--- src/hw/rtl/assert_macros.svh ---
// Assertion macros shared by the palette quantizer RTL.
`ifndef ASSERT_MACROS_SVH
`define ASSERT_MACROS_SVH

// Property that must hold at every clock edge out of reset.
`define NPQ_ASSERT(lbl, prop, msg) \
  lbl: assert property (@(posedge clk_i) disable iff (!rst_ni) (prop)) else $error(msg);

// Antecedent in one cycle implies consequent in the next.
`define NPQ_ASSERT_NEXT(lbl, ante, cons, msg) \
  lbl: assert property (@(posedge clk_i) disable iff (!rst_ni) (ante) |=> (cons)) \
    else $error(msg);

`endif

--- src/hw/rtl/npq_pkg.sv ---
// Package: types, palette table and distance helpers for the palette quantizer.
`timescale 1ns / 1ps
package npq_pkg;

  localparam int unsigned ColorW   = 8;
  localparam int unsigned IdxW     = 4;
  localparam int unsigned SqW      = 2 * ColorW;
  localparam int unsigned DistW    = 18;
  localparam int unsigned NumCells = 16;

  localparam logic [DistW-1:0] MaxDist = DistW'(195075);

  localparam logic [ColorW-1:0] LevelFull = 8'd255;
  localparam logic [ColorW-1:0] LevelHalf = 8'd128;
  localparam logic [ColorW-1:0] GreyLight = 8'd192;
  localparam logic [ColorW-1:0] GreyMid   = 8'd128;

  localparam logic [IdxW-1:0] IdxGreyLight = 4'd7;
  localparam logic [IdxW-1:0] IdxGreyMid   = 4'd8;

  typedef struct packed {
    logic [ColorW-1:0] red;
    logic [ColorW-1:0] green;
    logic [ColorW-1:0] blue;
  } rgb_t;

  // Data handed from one cell to the next.
  typedef struct packed {
    rgb_t             pix;
    logic [IdxW-1:0]  idx;
    logic [DistW-1:0] dist_sq;
  } stage_t;

  function automatic rgb_t palette_color(logic [IdxW-1:0] idx);
    rgb_t              c;
    logic [ColorW-1:0] lvl;
    lvl = idx[3] ? LevelFull : LevelHalf;
    c.red   = idx[0] ? lvl : '0;
    c.green = idx[1] ? lvl : '0;
    c.blue  = idx[2] ? lvl : '0;
    case (idx)
      IdxGreyLight: c = '{red: GreyLight, green: GreyLight, blue: GreyLight};
      IdxGreyMid:   c = '{red: GreyMid, green: GreyMid, blue: GreyMid};
      default:      ;
    endcase
    return c;
  endfunction

  function automatic logic [SqW-1:0] sq_diff(logic [ColorW-1:0] a, logic [ColorW-1:0] b);
    logic [ColorW-1:0] d;
    d = (a > b) ? (a - b) : (b - a);
    return SqW'(d) * SqW'(d);
  endfunction

endpackage

--- src/hw/rtl/npq_cell.sv ---
// One cell of the chain: scores one palette entry and keeps the running best.
`timescale 1ns / 1ps
`include "assert_macros.svh"
module npq_cell import npq_pkg::*; #(
  parameter logic [IdxW-1:0] CellIdx = '0
) (
  input  logic   clk_i,
  input  logic   rst_ni,
  input  logic   in_valid_i,
  output logic   in_ready_o,
  input  stage_t in_data_i,
  output logic   out_valid_o,
  input  logic   out_ready_i,
  output stage_t out_data_o
);

  localparam rgb_t Pal = palette_color(CellIdx);

  logic             valid_q, valid_d;
  stage_t           data_q, data_d;
  logic [DistW-1:0] cand_dist;
  logic             take;

  assign in_ready_o = !valid_q || out_ready_i;

  always_comb begin
    cand_dist = DistW'(sq_diff(Pal.red, in_data_i.pix.red))
              + DistW'(sq_diff(Pal.green, in_data_i.pix.green))
              + DistW'(sq_diff(Pal.blue, in_data_i.pix.blue));
    take = (CellIdx == '0) || (cand_dist < in_data_i.dist_sq);
    data_d = in_data_i;
    if (take) begin
      data_d.idx     = CellIdx;
      data_d.dist_sq = cand_dist;
    end
    valid_d = in_ready_o ? in_valid_i : valid_q;
  end

  always_ff @(posedge clk_i or negedge rst_ni) begin
    if (!rst_ni) begin
      valid_q <= 1'b0;
    end else begin
      valid_q <= valid_d;
    end
  end

  always_ff @(posedge clk_i) begin
    if (in_ready_o && in_valid_i) begin
      data_q <= data_d;
    end
  end

  assign out_valid_o = valid_q;
  assign out_data_o  = data_q;

  `NPQ_ASSERT_NEXT(a_hold_on_stall, valid_q && !out_ready_i, valid_q && $stable(data_q),
    "cell dropped or changed a stalled request")
  `NPQ_ASSERT(a_idx_in_range, !valid_q || (data_q.idx <= CellIdx),
    "cell holds an index beyond its own position")

endmodule

--- config.mk ---
export PLATFORM = sky130hd
export DESIGN_NAME = npq_cell
export DESIGN_NICKNAME = d
export VERILOG_FILES = /design/src/hw/rtl/npq_pkg.sv /design/src/hw/rtl/npq_cell.sv
export VERILOG_INCLUDE_DIRS = /design/src /design/src/hw/rtl
export SDC_FILE = /design/constraint.sdc
export NUM_CORES = 1
export LEC_CHECK = 0
export BUFFER_PORTS_ARGS = -buffer_cell sky130_fd_sc_hd__buf_2
export CELL_PAD_IN_SITES_DETAIL_PLACEMENT = 1
export CELL_PAD_IN_SITES_GLOBAL_PLACEMENT = 1
export CORE_MARGIN = 3
export CORE_UTILIZATION = 47
export DETAILED_ROUTE_END_ITERATION = 7
export PLACE_DENSITY_LB_ADDON = 0.05
export SLEW_MARGIN = 20
export SYNTH_ARGS = -nofsm -noshare
export SYNTH_HDL_FRONTEND = slang
export SYNTH_SLANG_ARGS = --single-unit
export TNS_END_PERCENT = 30
--- constraint.sdc ---
create_clock -name clk_i -period 2.59 [get_ports clk_i]
set_clock_uncertainty 0.15 [all_clocks]
set_input_delay 0.518 -clock clk_i [delete_from_list [all_inputs] [get_ports clk_i]]
set_output_delay 0.518 -clock clk_i [all_outputs]
set_load 0.01 [all_outputs]
Word level (Yosys, flattened, before mapping)
Cells that the tools add are included.
{"block": "word_totals", "reg_bits": 43, "latch_bits": 0, "mem_bits_rw": 0, "mem_bits_ro": 0, "in_bits": 50, "out_inout_bits": 48, "wordCells": 22, "memories": 0}
{"block": "op_classes", "n_addsub": 5, "multipliers": 3, "div_mod_pow": 0, "n_lt_le_gt_ge": 3, "eq_ne": 0, "shift": 0, "muxes": 3, "bitwise_logic": 0, "n_reduce_logical": 3}
{"op": "multiplier 8 x 8 -> 16 bit", "n": 3}
{"op": "greater-than comparator 1 x 8 -> 1 bit (first input constant)", "n": 3}
{"op": "two-way mux 8 bit", "n": 3}
{"op": "subtractor 1 x 8 -> 8 bit (first input constant)", "n": 3}
{"op": "adder 17 x 16 -> 18 bit", "n": 1}
{"op": "adder 16 x 16 -> 17 bit", "n": 1}
{"op": "logical AND 1 bit", "n": 1}
{"op": "zero test 1 bit", "n": 1}
{"op": "logical OR 1 bit", "n": 1}

Logic depth before layout (Yosys ltp)
Gate-level depths: netlist of the first run.
{"block": "depth", "ltp_word": 5, "ltp_mapped": 21, "depth_no_buf": 21}

Worst setup path before layout of the first run
OpenSTA, ideal clock, no wires.
{"block": "synth_timing", "kind": "input -> register", "from": "in in_data_i[32] (netlist name)", "to": "reg data_q, in the netlist out_data_o[15] (data pin)", "setup_ns": 0.255, "arrival_ns": 5.601, "required_time_ns": 2.185, "path_slack_ns": -3.416, "path_stages": 18, "path_buffers": 1, "cell_sequence": "clkbuf_1 and2_1 ha_1 or2_2 fa_1 fa_1 fa_1 fa_1 fa_1 inv_1 fa_1 inv_1 ha_1 o211ai_1 a211oi_1 o211ai_1 mux2i_1 and3_1"}
{"block": "synth_via", "elab_chain_len": 5, "elab_cells_between_ends": 6, "cone_classes": "add/sub (3); mul (1); order compare (1); mux (1)"}
{"element": "from (decl)", "line_no": "npq_cell.sv:11", "rtl": "input stage_t in_data_i,"}
{"element": "subtractor 1 x 8 -> 8 bit / greater-than comparator 1 x 8 -> 1 bit (equally long branches)", "line_no": "npq_pkg.sv:51", "rtl": "d = (a > b) ? (a - b) : (b - a);"}
{"element": "two-way mux 8 bit (*)", "line_no": "npq_pkg.sv:51"}
{"element": "multiplier 8 x 8 -> 16 bit (*)", "line_no": "npq_pkg.sv:52", "rtl": "return SqW'(d) * SqW'(d);"}
{"element": "adder 16 x 16 -> 17 bit (*)", "line_no": "npq_cell.sv:28", "rtl": "+ DistW'(sq_diff(Pal.green, in_data_i.pix.green))"}
{"element": "adder 17 x 16 -> 18 bit (*)", "line_no": "npq_cell.sv:29", "rtl": "+ DistW'(sq_diff(Pal.blue, in_data_i.pix.blue));"}
{"element": "named net cand_dist[15]", "line_no": "npq_cell.sv:21", "rtl": "logic [DistW-1:0] cand_dist;"}
{"element": "to (signal assigned)", "line_no": "npq_cell.sv:49", "rtl": "data_q <= data_d;"}
{"element": "to (decl)", "line_no": "npq_cell.sv:20", "rtl": "stage_t data_q, data_d;"}
The timed path passes the listed nets; every way through them passes the cells marked *.
A chain may end at the register's enable or synchronous reset.

Worst setup path in the final report of the first run
{"block": "layout_timing", "from": "in in_data_i[26] (netlist name)", "to": "reg data_q, in the netlist out_data_o[15] (data pin)"}
{"block": "layout_via", "elab_chain_len": 4, "elab_cells_between_ends": 5, "cone_classes": "add/sub (2); mul (1); order compare (1); mux (1)"}
{"element": "subtractor 1 x 8 -> 8 bit / greater-than comparator 1 x 8 -> 1 bit (equally long branches)", "line_no": "npq_pkg.sv:51"}
{"element": "two-way mux 8 bit (*)", "line_no": "npq_pkg.sv:51"}
{"element": "multiplier 8 x 8 -> 16 bit (*)", "line_no": "npq_pkg.sv:52"}
{"element": "adder 17 x 16 -> 18 bit (*)", "line_no": "npq_cell.sv:29"}
{"element": "named net cand_dist[15]", "line_no": "npq_cell.sv:21"}
Marked as above.

==> results of run 1 <==
registers in the layout, summed over array words and instances (netlist names):
name,flops
out_valid_o,1
out_data_o,42
cell families after synthesis:
group,synth area share [%]
AOI/OAI and AO/OA,3.24
xor gates and xnor gates,2.16
DFF,18.7
muxes,0.582
adders and majority gates,53.4
other,0.0545
and+or+nand+nor,10.1
buffers and inverters,11.7
how the worst max path moves through the flow:
| stage | startpoint | to | slack [ns] |
|---|---|---|---|
| 6_report | in_data_i[26] | out_data_o[15] | -3.22 |
| 3_3_place_gp | in_data_i[38] | out_data_o[15] | -3.48 |
| 5_1_grt | in_data_i[34] | out_data_o[15] | -3.38 |
| 2_1_floorplan | in_data_i[26] | out_data_o[14] | -3.11 |
| 4_1_cts | in_data_i[44] | out_data_o[14] | -3.25 |
| 3_5_place_dp | in_data_i[42] | out_data_o[14] | -3.63 |
per-stage QoR:
stage / area (um^2) / util (%)
3_5_place_dp: 8330 / 59.1
5_1_grt: 8900 / 63.1
4_1_cts: 8730 / 61.9
3_3_place_gp: 8330 / 59.1
2_1_floorplan: 7060 / -
6_report: 8900 / 63.1
repair_timing:
action / 4_1_cts / 5_1_grt
cloned: 0 / 0
hold buffers: 1 / 0
setup buffers: 2 / 1
endpoints found under the setup margin: 16 / 16
pin swaps: 30 / 21
hold endpoints to repair: 1 / 0
gates resized for setup: 53 / 40
cell usage after synthesis (all sizes together) (2+ instances only):
master	instances
clkbuf	4
xnor2	13
nand2	35
and2	58
fa	133
o211ai	2
xor2	4
and3	4
nand3	2
nand2b	4
o21ai	7
a21o	6
inv	202
or2	2
nor2	9
buf	4
ha	81
edfxtp	42
mux2i	4
a21oi	15
nand4	3
nor2b	9
worst max-delay path: stages:
cell and delay, ns:
buf_8 0.11, nand2_4 0.08, inv_2 0.04, fa_1 0.51
inv_2 0.04, fa_1 0.50, fa_1 0.50, inv_1 0.05
fa_1 0.49, fa_1 0.58, inv_2 0.05, fa_1 0.45
fa_1 0.52, inv_2 0.05, ha_4 0.28, o211ai_1 0.10
buf_4 0.17, a211oi_4 0.21, o211ai_1 0.18, mux2i_1 0.15
and3_1 0.15
cell type report:
| class | count | share of cell area [%] |
|---|---|---|
| Multi-Input combinational cell | 403 | 58.5 |
| Clock inverter | 1 | 0.338 |
| Timing Repair Buffer | 173 | 14.1 |
| Clock buffer | 7 | 1.49 |
| Tap cell | 180 | 2.53 |
| Sequential cell | 43 | 14.5 |
| Inverter | 202 | 8.52 |
metal layers:
layer	GRT usage (%)	wire, um	vias to the layer above
li1	-	-	2284
met2	44.8	9840	73
met1	28.4	6550	2512
met4	7.57	417	0
met3	3.01	409	28
met5	0	0	-
==> flow_summary.json, run 1 <==
{
  "violations": "setup timing",
  "hp-class": "input pin to flip-flop",
  "r2r-start": "out_valid_o",
  "port_buffers": 71,
  "syn-cell-area_um2": 6880,
  "fillers": 1523,
  "cts_tree": "yes",
  "drtIter0Drc": 97,
  "wl_per_cell_um": 17.1,
  "dp.cells": 997,
  "min_path_cells": 2,
  "grt_pass1_vias": 6030,
  "yosys.area.top_type": "fa_1",
  "preCtsSetupSlack_ns": -3.63,
  "start_kind": "input pin",
  "ys_seq_elements": 43,
  "period_needed_ns": 5.81,
  "drive_gt1_share_pct": 31.4,
  "synth_edf_count": 42,
  "final-instance-count-excl-fill": 1009,
  "dieArea_um2": 16100,
  "multiInputGateArea_um2": 5210,
  "hpwl_um": 14800,
  "clkLatencyLatePin_ns": 0.29,
  "finalWirelength_um": 17200,
  "path_clk_slew_ns": 0.06,
  "cp.required_ns": 2.49,
  "clock.fmax_mhz": 172,
  "track_usage_pct": 23.9,
  "root_buffer": "clkbuf_16",
  "regToRegSetupSlack_ns": 1.20,
  "fin_crit_sh_pct": 224,
  "grt_pass1_wl_um": 30000,
  "core_um2": 14100,
  "layout_commonest_cell": "inv_1",
  "slew_viol_final": 0,
  "setup_slack_ns": -3.22,
  "place_congestion": 0.839,
  "outcome": "complete, but fails checks",
  "cts_made_buffers": 5,
  "cts_sinks": 43,
  "crit_path_max_fanout": 4,
  "syn2layout_area_growth_pct": 29.3,
  "setup.worst_path.class": "input pin to flip-flop",
  "hold_end": "out_valid_o",
  "antenna_found_initial": 0,
  "num_rows": 43,
  "critical_path_arrival_ns": 5.72,
  "maxCapViolCount": 0,
  "yosysWarnings": 0,
  "min-delay-start": "in_valid_i",
  "register_area_um2": 1290,
  "end_kind": "flip-flop",
  "cts_buffer_depth": 2,
  "synthTopCellsByArea": "fa_1, edfxtp_1, ha_1",
  "htreeDepth": 2,
  "netlist_instances": 653,
  "globalRoute.totalOverflow": 0,
  "ys_seq_area_share_pct": 18.7,
  "setup_viol": 16,
  "grt_max_degree": 43,
  "pin_count": 98,
  "ys_async_sr_fraction_pct": 2.33,
  "final_cell_mix": "inv_1, fa_1, buf_4",
  "via_count": 4897,
  "synth_cell_types": 33,
  "viasPerCell": 4.85,
  "layout.nets": 1092,
  "r2r_cells": 3,
  "timing.rr.end": "out_data_o[44]",
  "firstDrtPassIters": 4,
  "hold_violations": 0,
  "drc": 0,
  "synthFlopType": "edfxtp_1",
  "holdWs_ns": 0.281,
  "synth_top_area_share_pct": 38.7,
  "final_antenna_net_count": 0,
  "antenna_cells": 0,
  "grt_setup_unrepaired": "true",
  "dieWidth_um": 127,
  "start_util_pct": 48.8,
  "die_h_um": 127,
  "finalSetupTns_ns": -42.49,
  "synth.avg_cell_area_um2": 10.5
}
Power of run 1 is left out: the tool's default activity adds up to more than one toggle a clock period on the data nets, which glitch-free logic cannot reach.
==> run 2, diff against run 1 <==
--- a/config.mk
+++ b/config.mk
@@ -9,7 +9,7 @@
 export BUFFER_PORTS_ARGS = -buffer_cell sky130_fd_sc_hd__buf_2
 export CELL_PAD_IN_SITES_DETAIL_PLACEMENT = 1
 export CELL_PAD_IN_SITES_GLOBAL_PLACEMENT = 1
-export CORE_MARGIN = 3
+export CORE_MARGIN = 1.5
 export CORE_UTILIZATION = 47
 export DETAILED_ROUTE_END_ITERATION = 7
 export PLACE_DENSITY_LB_ADDON = 0.05
==> flow_summary.json, run 2 (synthesis gave the netlist of run 1 again) <==
{
  "num_rows": 44,
  "largest_reg_flops": 42,
  "stdcell_area_um2": 8730,
  "timing.rr.end": "out_data_o[35]",
  "dieArea_um2": 15400,
  "hp-class": "input pin to flip-flop",
  "end_kind": "flip-flop",
  "firstDrtPassIters": 4,
  "pin_count": 98,
  "dieWidth_um": 124,
  "crit_path_end": "out_data_o[11]",
  "crit_path_max_fanout": 6,
  "start_util_pct": 47.7,
  "track_usage_pct": 24.8,
  "slew_viol_final": 0,
  "slowest_delay_ns": 0.56,
  "place_congestion": 0.877,
  "clock.fmax_mhz": 173,
  "cp.required_ns": 2.49,
  "htreeDepth": 2,
  "setup_viol": 16,
  "min-delay-start": "in_valid_i",
  "grt_pass1_vias": 5853,
  "hpwl_um": 14600,
  "cts_buffer_depth": 2,
  "critical_path_arrival_ns": 5.68,
  "critPathBufInv": 5,
  "layout_commonest_cell": "inv_1",
  "drc": 0,
  "drive_gt1_share_pct": 29.6,
  "cp_top_family": "adder cells",
  "grt_setup_unrepaired": "true",
  "fillers": 1596,
  "path_clk_slew_ns": 0.07,
  "cp_cell_sequence": "buf_2, and2_1, fa_1, fa_1, fa_1, fa_1, fa_1, fa_1, inv_1, fa_1, inv_2, ha_4, o211ai_1, a211oi_4, buf_4, nor2_2, buf_4, xnor2_1",
  "dp.cells": 998,
  "via_count": 4895,
  "antenna_found_initial": 0,
  "startpoint": "in_data_i[31]",
  "maxCapViolCount": 0,
  "r2r_cells": 3,
  "start_kind": "input pin",
  "final_antenna_net_count": 0,
  "wl_per_cell_um": 16.4,
  "final_cell_mix": "inv_1, fa_1, buf_4",
  "clkLatencyLatePin_ns": 0.30,
  "viasPerCell": 4.84,
  "die_h_um": 124,
  "antenna_cells": 0,
  "setup_slack_ns": -3.18,
  "port_buffers": 71,
  "outcome": "complete, but fails checks",
  "period_needed_ns": 5.77,
  "final-instance-count-excl-fill": 1011,
  "drtIter0Drc": 84,
  "cts_sinks": 43,
  "grt_pass1_wl_um": 28200,
  "r2r-start": "out_valid_o",
  "regToRegSetupSlack_ns": 1.16,
  "hold_violations": 0,
  "globalRoute.totalOverflow": 0,
  "setup.worst_path.class": "input pin to flip-flop",
  "cp.depth": 18,
  "cts_made_buffers": 5,
  "cts_tree": "yes",
  "place_area_um2": 8310,
  "finalWirelength_um": 16600,
  "violations": "setup timing",
  "layout.nets": 1090,
  "fin_crit_sh_pct": 223,
  "core_um2": 14400,
  "crit_slowest_cell": "fa_1",
  "root_buffer": "clkbuf_16",
  "crit_top_cell": "fa_1",
  "syn2layout_area_growth_pct": 27.0,
  "grt_max_degree": 43
}
==> run 2: final cells by class <==
type	instances	area [um^2]	share of cell area, %
Clock inverter	3	15.0	0.172
Inverter	202	758	8.68
Sequential cell	43	1290	14.7
Multi-Input combinational cell	403	5060	57.9
Clock buffer	5	125	1.43
Timing Repair Buffer	171	1260	14.5
Tap cell	184	230	2.64
==> run 2: what timing repair did <==
item                       4_1_cts  5_1_grt
hold buffers                     1        0
setup buffers                    2        2
pin swaps                       37       21
setup endpoints to repair       16       16
resized for setup               73        9
hold endpoints to repair         1        0
==> run 2: metal layers <==
metal / global-route usage [%] / wire length [um]
met1: 27.5 / 6140
met2: 48.1 / 9460
met3: 3.02 / 443
met4: 9.38 / 571
met5: 0 / 0
==> run 2: how the worst min path moves through the flow <==
stage	slack (ns)	endpoint	depth (start not counted)
2_1_floorplan	0.07	out_valid_o	0
3_3_place_gp	0.14	out_valid_o	1
3_5_place_dp	0.14	out_valid_o	1
4_1_cts	0.27	out_valid_o	2
5_1_grt	0.29	out_valid_o	2
6_report	0.27	out_valid_o	2
==> run 2: through the flow <==
step	util, %	setup WS, ns	setup TNS, ns	hold slack, ns
2_1_floorplan	-	-3.11	-41.81	0.0724
3_3_place_gp	57.6	-3.45	-47.71	0.142
3_5_place_dp	57.6	-3.62	-49.72	0.144
4_1_cts	60.3	-3.21	-42.97	0.274
5_1_grt	60.5	-3.36	-45.36	0.292
6_report	60.5	-3.18	-43.01	0.273
==> run 2: worst reg2reg max path: cells and delay by family (launching register included) <==
family,cells,cell delay (ns)
simple gates,2,0.31
buf+inv,1,0.25
flops,1,0.39
Power of run 2 is left out for the same reason.
==> run 3, diff against run 2 <==
--- a/config.mk
+++ b/config.mk
@@ -11,8 +11,9 @@
 export CELL_PAD_IN_SITES_GLOBAL_PLACEMENT = 1
 export CORE_MARGIN = 1.5
 export CORE_UTILIZATION = 47
+export CTS_CLUSTER_SIZE = 24
 export DETAILED_ROUTE_END_ITERATION = 7
-export PLACE_DENSITY_LB_ADDON = 0.05
+export PLACE_DENSITY_LB_ADDON = 0.15
 export SLEW_MARGIN = 20
 export SYNTH_ARGS = -nofsm -noshare
 export SYNTH_HDL_FRONTEND = slang
==> flow_summary.json, run 3 (synthesis gave the netlist of run 1 again) <==
{
  "grt_max_degree": 43,
  "startpoint": "in_data_i[28]",
  "critPathBufInv": 6,
  "period_needed_ns": 5.75,
  "slowest_delay_ns": 0.57,
  "num_rows": 44,
  "antenna_cells": 0,
  "cts_tree": "yes",
  "crit_top_cell": "fa_1",
  "hold_violations": 0,
  "crit_path_max_fanout": 4,
  "core_um2": 14400,
  "register_area_um2": 1290,
  "multiInputGateArea_um2": 5130,
  "hpwl_um": 14300,
  "port_buffers": 71,
  "cts_made_buffers": 5,
  "grt_setup_unrepaired": "true",
  "outcome": "complete, but fails checks",
  "fin_crit_sh_pct": 222,
  "violations": "setup timing",
  "min_path_cells": 2,
  "place_congestion": 0.838,
  "crit_slowest_cell": "fa_2",
  "setup_slack_ns": -3.16,
  "drive_gt1_share_pct": 29.8,
  "track_usage_pct": 24.6,
  "maxCapViolCount": 0,
  "globalRoute.totalOverflow": 0,
  "cp_top_family": "adder cells",
  "die_h_um": 124,
  "slew_viol_final": 0,
  "largest_reg_flops": 42,
  "setup_viol": 16,
  "htreeDepth": 2,
  "wl_per_cell_um": 17.0,
  "start_util_pct": 47.7,
  "grt_pass1_vias": 5767,
  "fillers": 1583,
  "final_antenna_net_count": 0,
  "clkLatencyLatePin_ns": 0.30,
  "drc": 0,
  "min-delay-start": "in_valid_i",
  "setup.worst_path.class": "input pin to flip-flop",
  "viasPerCell": 4.88,
  "path_clk_slew_ns": 0.07,
  "via_count": 4898,
  "preCtsSetupSlack_ns": -3.70,
  "cp_cell_sequence": "buf_8, and2_4, fa_2, inv_2, fa_1, fa_1, inv_1, fa_1, fa_2, fa_1, inv_1, fa_1, inv_2, ha_4, buf_6, nand4_1, a21oi_2, o31ai_2, xnor2_1",
  "dieArea_um2": 15400,
  "cp.depth": 19,
  "start_kind": "input pin",
  "critical_path_arrival_ns": 5.65,
  "root_buffer": "clkbuf_16",
  "clock.fmax_mhz": 174,
  "r2r_cells": 3,
  "pin_count": 98,
  "final-instance-count-excl-fill": 1003,
  "firstDrtPassIters": 4,
  "dp.cells": 991,
  "syn2layout_area_growth_pct": 27.7,
  "end_kind": "flip-flop",
  "cts_buffer_depth": 2,
  "finalWirelength_um": 17000,
  "antenna_found_initial": 0,
  "dieWidth_um": 124,
  "drtIter0Drc": 156,
  "r2r-start": "out_valid_o",
  "hp-class": "input pin to flip-flop",
  "cp.required_ns": 2.49,
  "cts_sinks": 43,
  "final_cell_mix": "inv_1, fa_1, buf_4",
  "layout_commonest_cell": "inv_1",
  "layout.nets": 1082,
  "grt_pass1_wl_um": 28000,
  "holdWs_ns": 0.277
}
==> run 3: worst paths after layout <==
path | to | slack [ns]
worst max register to register | out_data_o[31] | 1.20
worst min register to register | out_valid_o | 0.38
max in group asynchronous | out_valid_o | 1.85
min in group asynchronous | out_valid_o | 0.36
worst min-delay path | out_valid_o | 0.28
worst max-delay path | out_data_o[16] | -3.16
==> run 3: layer usage <==
layer	routed length, um	GRT usage, %
met3	550	3.30
met5	0	0
met2	9900	49.7
met4	300	5.61
met1	6260	26.8
==> run 3: metrics by stage <==
step,cell area (um^2),setup TNS (ns),utilization [%]
finish,8780,-42.03,60.9
global route,8780,-44.43,60.9
CTS,8700,-42.00,60.3
detailed placement,8260,-49.62,57.2
global placement,8260,-47.68,57.2
floorplan,7060,-41.81,-
==> run 3: area by class of cell <==
type,instances,area share (%)
Clock buffer,7,1.51
Multi-Input combinational cell,403,58.5
Clock inverter,1,0.342
Tap cell,184,2.62
Sequential cell,43,14.6
Inverter,202,8.66
Timing Repair Buffer,163,13.7
==> run 3: what timing repair did <==
action                     4_1_cts  5_1_grt
buffers inserted                 1        2
hold buffers                     1        0
pin swaps                       32       11
setup endpoints to repair       16       16
gates resized for setup         68       21
hold endpoints to repair         1        0
Power of run 3 is left out for the same reason.
